===== config.mk =====
export PLATFORM = sky130hd
export DESIGN_NAME = apg_front
export DESIGN_NICKNAME = d
export VERILOG_FILES = /design/src/sv/apg_pkg.sv /design/src/sv/apg_front.sv
export SDC_FILE = /design/constraint.sdc
export NUM_CORES = 2
export LEC_CHECK = 0
export BUFFER_PORTS_ARGS = -buffer_cell sky130_fd_sc_hd__buf_2
export CELL_PAD_IN_SITES_DETAIL_PLACEMENT = 1
export CELL_PAD_IN_SITES_GLOBAL_PLACEMENT = 1
export CORE_MARGIN = 2
export CORE_UTILIZATION = 25
export DETAILED_ROUTE_END_ITERATION = 6
export GPL_ROUTABILITY_DRIVEN = 0
export PLACE_DENSITY_LB_ADDON = 0.1
export SLEW_MARGIN = 10
export SYNTH_ARGS = -nofsm -noshare
export SYNTH_HDL_FRONTEND = slang
export SYNTH_SLANG_ARGS = --single-unit

===== constraint.sdc =====
create_clock -name clk -period 8.5 [get_ports clk]
set_input_delay 1.7 -clock clk [delete_from_list [all_inputs] [get_ports clk]]
set_output_delay 1.7 -clock clk [all_outputs]
set_load 0.1 [all_outputs]

===== src/sv/apg_pkg.sv =====
// apg_pkg: shared types, constants and the arctangent table of the arc point generator
// no dependencies; used by every apg_* module and by arc_point_generator
package apg_pkg;

  localparam int MAX_POINTS_DEF   = 64;
  localparam int CORDIC_STEPS_DEF = 24;
  localparam int FRAC_BITS        = 16;
  localparam int ANG_FRAC         = FRAC_BITS + 16;
  localparam int ATAN_N           = 32;
  localparam int QUEUE_DEPTH      = 4;
  localparam int DIV_W            = 49;
  localparam int RED_STEPS        = 16;
  localparam int MUL_DIGITS       = 5;
  localparam int D2R_W            = 55;

  localparam logic [63:0] PI_Q60 = 64'h3243F6A8885A308D;
  localparam logic [D2R_W-1:0] DEG2RAD_Q60 = D2R_W'(PI_Q60 / 64'd180);
  localparam logic [31:0] GAIN_Q32 = 32'h9B74EDA8;

  localparam logic [DIV_W-1:0] FULL_DEG = DIV_W'(360) << FRAC_BITS;
  localparam logic [40:0] FULL_ANG    = 41'd360 << ANG_FRAC;
  localparam logic [40:0] QUARTER_ANG = 41'd90 << ANG_FRAC;
  localparam logic [40:0] HALF_Q_ANG  = 41'd45 << ANG_FRAC;

  typedef enum logic [2:0] {
    REG_BAR_COUNT   = 3'd0,
    REG_FULL_CIRCLE = 3'd1,
    REG_START_ANGLE = 3'd2,
    REG_END_ANGLE   = 3'd3,
    REG_CENTER_X    = 3'd4,
    REG_CENTER_Y    = 3'd5,
    REG_ARC_RADIUS  = 3'd6,
    REG_BAR_AREA    = 3'd7
  } cfg_idx_t;

  typedef struct packed {
    logic [6:0]         bar_count;
    logic               full_circle;
    logic signed [31:0] start_angle;
    logic signed [31:0] end_angle;
    logic signed [31:0] center_x;
    logic signed [31:0] center_y;
    logic [30:0]        arc_radius;
    logic [30:0]        bar_area;
  } cfg_t;

  typedef struct packed {
    logic [7:0]         tag;
    logic [5:0]         idx;
    logic [1:0]         quad;
    logic signed [63:0] z;
    logic               empty;
    logic               last;
  } item_t;

  typedef struct packed {
    logic             go;
    logic [DIV_W-1:0] dividend;
    logic [6:0]       divisor;
  } div_req_t;

  typedef struct packed {
    logic             done;
    logic [DIV_W-1:0] quot;
  } div_rsp_t;

  typedef enum logic [3:0] {
    F_IDLE, F_EMPTY, F_DIV_FC, F_PREP, F_DIV_STEP, F_ANG, F_RED_INIT, F_RED,
    F_RFIX, F_QSEL, F_QADJ, F_MUL, F_PUSH
  } front_state_t;

  typedef enum logic [1:0] {B_IDLE, B_ITER, B_ROT, B_OUT} back_state_t;

  // arctangent table, 60 fraction bits, built at elaboration
  function automatic logic [ATAN_N*64-1:0] atan_table();
    logic [ATAN_N*64-1:0] t;
    logic signed [63:0]   acc;
    logic [63:0]          term;
    int                   e;
    int                   d;
    t = '0;
    for (int i = 0; i < ATAN_N; i++) begin
      if (i == 0) begin
        acc = $signed(PI_Q60 >> 2);
      end else begin
        acc = '0;
        for (int k = 0; k < 31; k++) begin
          e = i * (2 * k + 1);
          if (e <= 60) begin
            d = 2 * k + 1;
            term = (64'd1 << (60 - e)) / 64'(d);
            if (k % 2 == 1) acc = acc - $signed(term);
            else acc = acc + $signed(term);
          end
        end
      end
      t[i*64 +: 64] = acc;
    end
    return t;
  endfunction

endpackage


===== src/sv/apg_front.sv =====
// apg_front: takes a request, works out the angle step, reduces each angle
// to a quadrant and a radian residue and queues one job per point; uses apg_pkg
module apg_front #(
  parameter int MAX_POINTS = apg_pkg::MAX_POINTS_DEF
) (
  input  logic              clk,
  input  logic              rst_n,
  input  logic              go_i,
  input  logic [7:0]        tag_i,
  input  apg_pkg::cfg_t     cfg_i,
  output apg_pkg::div_req_t div_req_o,
  input  apg_pkg::div_rsp_t div_rsp_i,
  output logic              push_o,
  output apg_pkg::item_t    item_o,
  input  logic              full_i,
  output logic              busy_o
);

  localparam logic [6:0] MAXN = 7'(MAX_POINTS);

  apg_pkg::front_state_t state_r, state_nxt;

  logic [7:0]         tag_r;
  logic [6:0]         n_r;
  logic signed [32:0] s_r, e_r;
  logic               sneg_r;
  logic signed [49:0] step_r;
  logic signed [57:0] ang_r;
  logic [5:0]         k_r;
  logic [57:0]        red_r;
  logic               angneg_r;
  logic [3:0]         j_r;
  logic [40:0]        r_r;
  logic [1:0]         q_r;
  logic [38:0]        rem_r;
  logic [39:0]        msh_r;
  logic [94:0]        prod_r;
  logic [2:0]         mcnt_r;
  logic               zneg_r;

  logic [6:0]         n_eff;
  logic signed [33:0] diff;
  logic [32:0]        diff_mag;
  logic [57:0]        full_sh;
  logic               last_pt;
  logic [63:0]        zmag;

  assign n_eff    = (cfg_i.bar_count > MAXN) ? MAXN : cfg_i.bar_count;
  assign diff     = 34'(e_r) - 34'(s_r);
  assign diff_mag = diff[33] ? 33'(-diff) : 33'(diff);
  assign full_sh  = 58'(apg_pkg::FULL_ANG) << j_r;
  assign last_pt  = ({1'b0, k_r} == 7'(n_r - 1'b1));
  assign zmag     = {1'b0, prod_r[94:32]};

  always_ff @(posedge clk) begin
    if (!rst_n) state_r <= apg_pkg::F_IDLE;
    else state_r <= state_nxt;
  end

  always_comb begin
    state_nxt = state_r;
    div_req_o = '0;
    push_o    = 1'b0;
    unique case (state_r)
      apg_pkg::F_IDLE: begin
        if (go_i) begin
          if (cfg_i.bar_count == '0) begin
            state_nxt = apg_pkg::F_EMPTY;
          end else if (cfg_i.full_circle) begin
            div_req_o.go       = 1'b1;
            div_req_o.dividend = apg_pkg::FULL_DEG;
            div_req_o.divisor  = n_eff;
            state_nxt          = apg_pkg::F_DIV_FC;
          end else begin
            state_nxt = apg_pkg::F_PREP;
          end
        end
      end
      apg_pkg::F_EMPTY: begin
        push_o = !full_i;
        if (!full_i) state_nxt = apg_pkg::F_IDLE;
      end
      apg_pkg::F_DIV_FC: begin
        if (div_rsp_i.done) state_nxt = apg_pkg::F_PREP;
      end
      apg_pkg::F_PREP: begin
        if (n_r == 7'd1) begin
          state_nxt = apg_pkg::F_ANG;
        end else begin
          div_req_o.go       = 1'b1;
          div_req_o.dividend = {diff_mag, 16'b0};
          div_req_o.divisor  = n_r - 1'b1;
          state_nxt          = apg_pkg::F_DIV_STEP;
        end
      end
      apg_pkg::F_DIV_STEP: begin
        if (div_rsp_i.done) state_nxt = apg_pkg::F_ANG;
      end
      apg_pkg::F_ANG:      state_nxt = apg_pkg::F_RED_INIT;
      apg_pkg::F_RED_INIT: state_nxt = apg_pkg::F_RED;
      apg_pkg::F_RED: begin
        if (j_r == '0) state_nxt = apg_pkg::F_RFIX;
      end
      apg_pkg::F_RFIX: state_nxt = apg_pkg::F_QSEL;
      apg_pkg::F_QSEL: state_nxt = apg_pkg::F_QADJ;
      apg_pkg::F_QADJ: state_nxt = apg_pkg::F_MUL;
      apg_pkg::F_MUL: begin
        if (mcnt_r == 3'(apg_pkg::MUL_DIGITS - 1)) state_nxt = apg_pkg::F_PUSH;
      end
      apg_pkg::F_PUSH: begin
        push_o = !full_i;
        if (!full_i) state_nxt = last_pt ? apg_pkg::F_IDLE : apg_pkg::F_RED_INIT;
      end
      default: state_nxt = apg_pkg::F_IDLE;
    endcase
  end

  always_ff @(posedge clk) begin
    unique case (state_r)
      apg_pkg::F_IDLE: begin
        tag_r <= tag_i;
        n_r   <= n_eff;
        s_r   <= 33'(cfg_i.start_angle);
        e_r   <= 33'(cfg_i.end_angle);
      end
      apg_pkg::F_DIV_FC: begin
        if (div_rsp_i.done) begin
          s_r <= '0;
          e_r <= $signed(33'(apg_pkg::FULL_DEG) - 33'(div_rsp_i.quot));
        end
      end
      apg_pkg::F_PREP: begin
        step_r <= '0;
        sneg_r <= diff[33];
      end
      apg_pkg::F_DIV_STEP: begin
        if (div_rsp_i.done) begin
          step_r <= sneg_r ? -$signed({1'b0, div_rsp_i.quot}) : $signed({1'b0, div_rsp_i.quot});
        end
      end
      apg_pkg::F_ANG: begin
        ang_r <= $signed({{9{s_r[32]}}, s_r, 16'b0});
        k_r   <= '0;
      end
      apg_pkg::F_RED_INIT: begin
        red_r    <= ang_r[57] ? 58'(-ang_r) : 58'(ang_r);
        angneg_r <= ang_r[57];
        j_r      <= 4'(apg_pkg::RED_STEPS - 1);
      end
      apg_pkg::F_RED: begin
        if (red_r >= full_sh) red_r <= red_r - full_sh;
        j_r <= j_r - 1'b1;
      end
      apg_pkg::F_RFIX: begin
        // floor modulo for negative angles
        r_r <= (angneg_r && red_r != '0) ? apg_pkg::FULL_ANG - red_r[40:0] : red_r[40:0];
      end
      apg_pkg::F_QSEL: begin
        priority if (r_r >= 41'(3 * apg_pkg::QUARTER_ANG)) begin
          q_r   <= 2'd3;
          rem_r <= 39'(r_r - 41'(3 * apg_pkg::QUARTER_ANG));
        end else if (r_r >= 41'(2 * apg_pkg::QUARTER_ANG)) begin
          q_r   <= 2'd2;
          rem_r <= 39'(r_r - 41'(2 * apg_pkg::QUARTER_ANG));
        end else if (r_r >= apg_pkg::QUARTER_ANG) begin
          q_r   <= 2'd1;
          rem_r <= 39'(r_r - apg_pkg::QUARTER_ANG);
        end else begin
          q_r   <= 2'd0;
          rem_r <= r_r[38:0];
        end
      end
      apg_pkg::F_QADJ: begin
        // residue above half a quadrant moves to the next quadrant, negative
        if ({2'b0, rem_r} > apg_pkg::HALF_Q_ANG) begin
          q_r    <= q_r + 1'b1;
          msh_r  <= 40'(apg_pkg::QUARTER_ANG[38:0] - rem_r);
          zneg_r <= 1'b1;
        end else begin
          msh_r  <= {1'b0, rem_r};
          zneg_r <= 1'b0;
        end
        prod_r <= '0;
        mcnt_r <= '0;
      end
      apg_pkg::F_MUL: begin
        // one byte of the magnitude per cycle, most significant first
        prod_r <= {prod_r[86:0], 8'b0} +
                  95'({55'b0, msh_r[39:32]} * {8'b0, apg_pkg::DEG2RAD_Q60});
        msh_r  <= {msh_r[31:0], 8'b0};
        mcnt_r <= mcnt_r + 1'b1;
      end
      apg_pkg::F_PUSH: begin
        if (!full_i && !last_pt) begin
          ang_r <= ang_r + 58'(step_r);
          k_r   <= k_r + 1'b1;
        end
      end
      default: ;
    endcase
  end

  always_comb begin
    item_o.tag   = tag_r;
    item_o.idx   = k_r;
    item_o.quad  = q_r;
    item_o.z     = zneg_r ? -$signed(zmag) : $signed(zmag);
    item_o.empty = 1'b0;
    item_o.last  = last_pt;
    if (state_r == apg_pkg::F_EMPTY) begin
      item_o.idx   = '0;
      item_o.empty = 1'b1;
      item_o.last  = 1'b1;
    end
  end

  assign busy_o = (state_r != apg_pkg::F_IDLE);

endmodule


# == Word-level counts from Yosys, hierarchy flattened ==
# Index checks and enable logic that the tools add are counted.
# word_totals
ff_bits,484
elab_cells,145
input_bits,260
out_inout_bits,141
# classes
mux,52
n_eq_ne,25
n_shift,1
reduce_logical,22
magnitude_cmp,6
n_addsub,19
mul,1
# op_table
op,count
$pmux 58 s2,2
$mux 57,4
$pmux 95 s2,1
$mux 58,3
$pmux 33 s2,2
$mux 39,3
$pmux 57 s2,1
$mux 50,2
$pmux 50 s2,1
$mux 33,3
$add 95x63->95,1
$pmux 40 s2,1
$mux 64,1
$neg 63->64,1
$mul 8x53->61 const B,1
$add 58x50->58,1
$ge 58x58->1,1
$neg 58->58,1
$reduce_bool 58->1,1
$shl 41x4->58 const A,1
$sub 58x58->58,1
$pmux 4 s13,1
$neg 49->50,1
$ge 41x39->1 const B,1
46 further kinds,90

# == Depth between registers and ports, before layout ==
# logic_depth
word_depth,6
ltp_mapped,34
ltp_nobuf,32

# == Least setup slack after synthesis ==
# Ideal clock, no wire load.
# synth_timing
path_type,flip-flop to flip-flop
startpoint,reg msh_r[38]
endpoint,"reg prod_r[66], data pin"
path_buffers,3
synth_period_minus_slack_ps,8537
path_stages_with_launch,35
required_ps,8234
t_arrival_ps,8271
setup_time_ps,266
slack_ps,-37
path_cell_list,edfxtp_1 > fa_1 > inv_1 > fa_1 > inv_1 > fa_1 > inv_1 > fa_1 > inv_1 > ha_1 > a21oi_1 > o21ai_0 > a21oi_1 > o21ai_0 > a31oi_1 > o311ai_0 > a311oi_1 > o311ai_0 > a21o_1 > a21oi_1 > xnor2_1 > ha_1 > clkbuf_1 > a21o_1 > a21o_1 > a21oi_1 > o21ai_0 > a21oi_1 > o21ai_0 > o2111ai_1 > and2_1 > clkbuf_1 > clkbuf_1 > xor2_1 > nor2_1
# synth_between
elab_chain_cells,3
# synth_rtl
item,line_no,source
start: declaration,apg_front.sv:36,logic [39:0] msh_r;
start signal: assignment,apg_front.sv:177,msh_r <= 40'(apg_pkg::QUARTER_ANG[38:0] - rem_r);
start signal: assignment,apg_front.sv:180,"msh_r <= {1'b0, rem_r};"
start signal: assignment,apg_front.sv:190,"msh_r <= {msh_r[31:0], 8'b0};"
$mul 8x53->61,apg_front.sv:189,"95'({55'b0, msh_r[39:32]} * {8'b0, apg_pkg::DEG2RAD_Q60});"
$add 95x63->95,apg_front.sv:188,"prod_r <= {prod_r[86:0], 8'b0} +"
$pmux 95 s2,apg_front.sv:119,unique case (state_r)
end signal: assignment,apg_front.sv:188,
end: declaration,apg_front.sv:37,logic [94:0] prod_r;
# Every way passes these cells.
# A chain may end at the register's enable or synchronous reset.

# == Worst setup path after layout ==
# layout_timing
startpoint,reg msh_r[37]
endpoint,"reg prod_r[73], data pin"
# Same word-level chain as after synthesis.

==> impl_metrics.tcl <==
set metrics [dict create \
    whs_ns 0.450 \
    port_buffers 258 \
    synth_seq_cells 481 \
    critical_path_class "reg -> reg" \
    num_vias 34061 \
    wire_per_inst_um 19.2 \
    r2r-start "msh_r[37]$_DFFE_PP_" \
    postSynthAreaPerCell_um2 9.07 \
    path_common_cell "buf_4" \
    worst_pin_slew_ns 1.09 \
    post-place-ws_ns -0.230 \
    grt_max_degree 103 \
    clk_pin_slew_ns 0.06 \
    ys_seq_area_share_pct 34.9 \
    setup_slack_ns 0.577 \
    grt_util_all_layers_pct 15.9 \
    synthFlopType "edfxtp_1" \
    cpPeakStageDelay_ns 0.57 \
    power.total_mw 11.3 \
    fillerInstances 19143 \
    start_util_pct 25.1 \
    min_path_type "reg -> reg" \
    utilization_pct 29.3 \
    grt-ovfl-total 0 \
    worstPathMaxFanout 4 \
    die_x_um 410 \
    core_um2 164000 \
    end_kind "flop" \
    startpoint "msh_r[37]$_DFFE_PP_" \
    rows 149 \
    antenna_left 0 \
    stdcell_area_um2 48100 \
    cp-start-kind "flop" \
    die_h_um 410 \
    status "complete, no violations" \
    syn2layout_area_growth_pct 16.6 \
    yosys_warnings 0 \
    dp_hpwl_mm 109 \
    cts_tree "yes" \
    power_leakage_nw 19.7 \
    dieArea_um2 168000 \
    yosysMostFrequentCell "edfxtp_1" \
    p_per_area_nw_per_um2 235 \
    synth_cell_types 90 \
    drive_above_1_share_pct 12.7 \
    slew_violations 0 \
    finalHoldViolCount 0 \
    syn_inst 4549 \
    cts-root-buf "clkbuf_16" \
    synthesis.area_um2 41300 \
    fin_worst_skew_ns 0.0244 \
    slowest_stage "fa_1" \
    yosysTopAreaCell "edfxtp_1" \
    final_cells 7093 \
    grt_pass1_wl_mm 212 \
    synth-edff-count 477 \
    finalSetupViolations 0 \
    dp.cells 6971 \
    clockBufferDepth 3 \
    boundaryPins 401 \
    placed_cell_area_um2 45900 \
    max-slew-margin-rel_pct 26.9 \
    via_per_inst 4.80 \
    first_iter_violations 1466 \
    synth_async_sr_flop_share_pct 0 \
    synth_commonest_cells "477 x edfxtp_1, 410 x nor2_1, 395 x nand2_1" \
    nets 5526 \
    tns_ns 0 \
    clock_sinks 481 \
    cts-buffers-inserted 68 \
    min_period_over_period_pct 93.2 \
    netlist_top_cells_area "edfxtp_1 35%, ha_1 9.9%, xnor2_1 6.0%" \
    drc 0 \
    wl_mm 136 \
    clk_latency_ns 0.66 \
    antenna_found_initial 10 \
    netlist.area_leader.share_pct 34.7 \
    max_freq_mhz 126 \
    htreeDepth 3 \
    drtPass1Iterations 5 \
    cp.required_ns 8.87 \
    irDropWorstVdd_uv 225 \
    cap_violations 0 \
    grt_pass1_vias 35517 \
    hold_start "r_r[3]$_DFFE_PP_" \
    period_needed_ns 7.92 \
    critPathArrivalTime_ns 8.29 \
]
-- worst max-delay path: cells and delay by family (launching register included) --
kind / cells / cell delay [ns]
AOI/OAI and AO/OA: 15 / 2.71
adders and majority gates: 6 / 2.69
buffers and inverters: 10 / 1.22
xor gates and xnor gates: 2 / 0.43
DFF: 1 / 0.41
and+or+nand+nor: 2 / 0.19
-- per-layer routing --
layer,wire (um),track usage [%],vias to the layer above
met3,4190,2.17,130
met5,103,0,-
met2,63600,26.5,384
li1,-,-,17063
met1,65700,21.6,16468
met4,2300,3.60,16
-- registers in the layout, summed over array words and instances (netlist names), 7 cells and up --
| register | flops |
|---|---|
| ang_r | 58 |
| rem_r | 39 |
| tag_r | 8 |
| step_r | 50 |
| msh_r | 40 |
| r_r | 41 |
| s_r | 32 |
| red_r | 58 |
| e_r | 33 |
| prod_r | 93 |
| n_r | 7 |
-- repair_timing --
action                     in CTS  in global routing
gates resized for setup         6                 33
setup endpoints to repair      25                 40
setup buffers                   0                  1
gates cloned                    0                  0
pin swaps                       0                  8
hold buffers                    0                  0
-- path summary, 6_finish.rpt --
kind,depth (start not counted),end,slack (ns)
setup / recovery,35,prod_r[73]$_SDFFCE_PN0P_,0.58
hold reg to reg,0,rem_r[3]$_DFFE_PP_,0.45
setup reg to reg,35,prod_r[73]$_SDFFCE_PN0P_,0.58
hold / removal,0,rem_r[3]$_DFFE_PP_,0.45
-- placed cells by master (no fill, tap or decap), types with 198 or more instances in the layout --
| master | netlist | layout |
|---|---|---|
| a21oi_1 | 327 | 324 |
| buf_2 | 5 | 258 |
| edfxtp_1 | 477 | 477 |
| ha_1 | 327 | 326 |
| inv_1 | 282 | 282 |
| nand2_1 | 395 | 393 |
| nor2_1 | 410 | 405 |
| o21ai_0 | 341 | 329 |
| xnor2_1 | 284 | 284 |
| xor2_1 | 198 | 198 |
-- kinds of logic after synthesis --
group           Yosys count  share of synthesized area, %
flops                   481                          34.9
buf+inv                 490                          4.63
other cells               1                       0.00908
simple gates           1441                          17.0
mux                      19                         0.473
compound gates         1222                          18.7
fa+ha+maj               413                          14.1
xor+xnor                482                          10.2
-- power by group --
| part | total [mW] | internal [mW] | switching, mW |
|---|---|---|---|
| Combinational | 5.32 | 1.75 | 3.56 |
| Clock | 2.80 | 1.64 | 1.16 |
| Sequential | 3.20 | 3.02 | 0.183 |
| Total | 11.3 | 6.41 | 4.91 |
-- final cells by class --
cell class / instances / area (um2) / area share (%)
multi-input cells: 3593 / 25200 / 52.5
flip-flops and latches: 481 / 14400 / 29.9
well taps: 2189 / 2740 / 5.69
repair buffers: 425 / 2560 / 5.31
clock buffers: 81 / 1770 / 3.68
inverters: 284 / 1070 / 2.21
clock inverters: 39 / 347 / 0.720
diodes: 1 / 2.50 / 0.00520
Note: power is estimated with default switching activity, not from simulation.
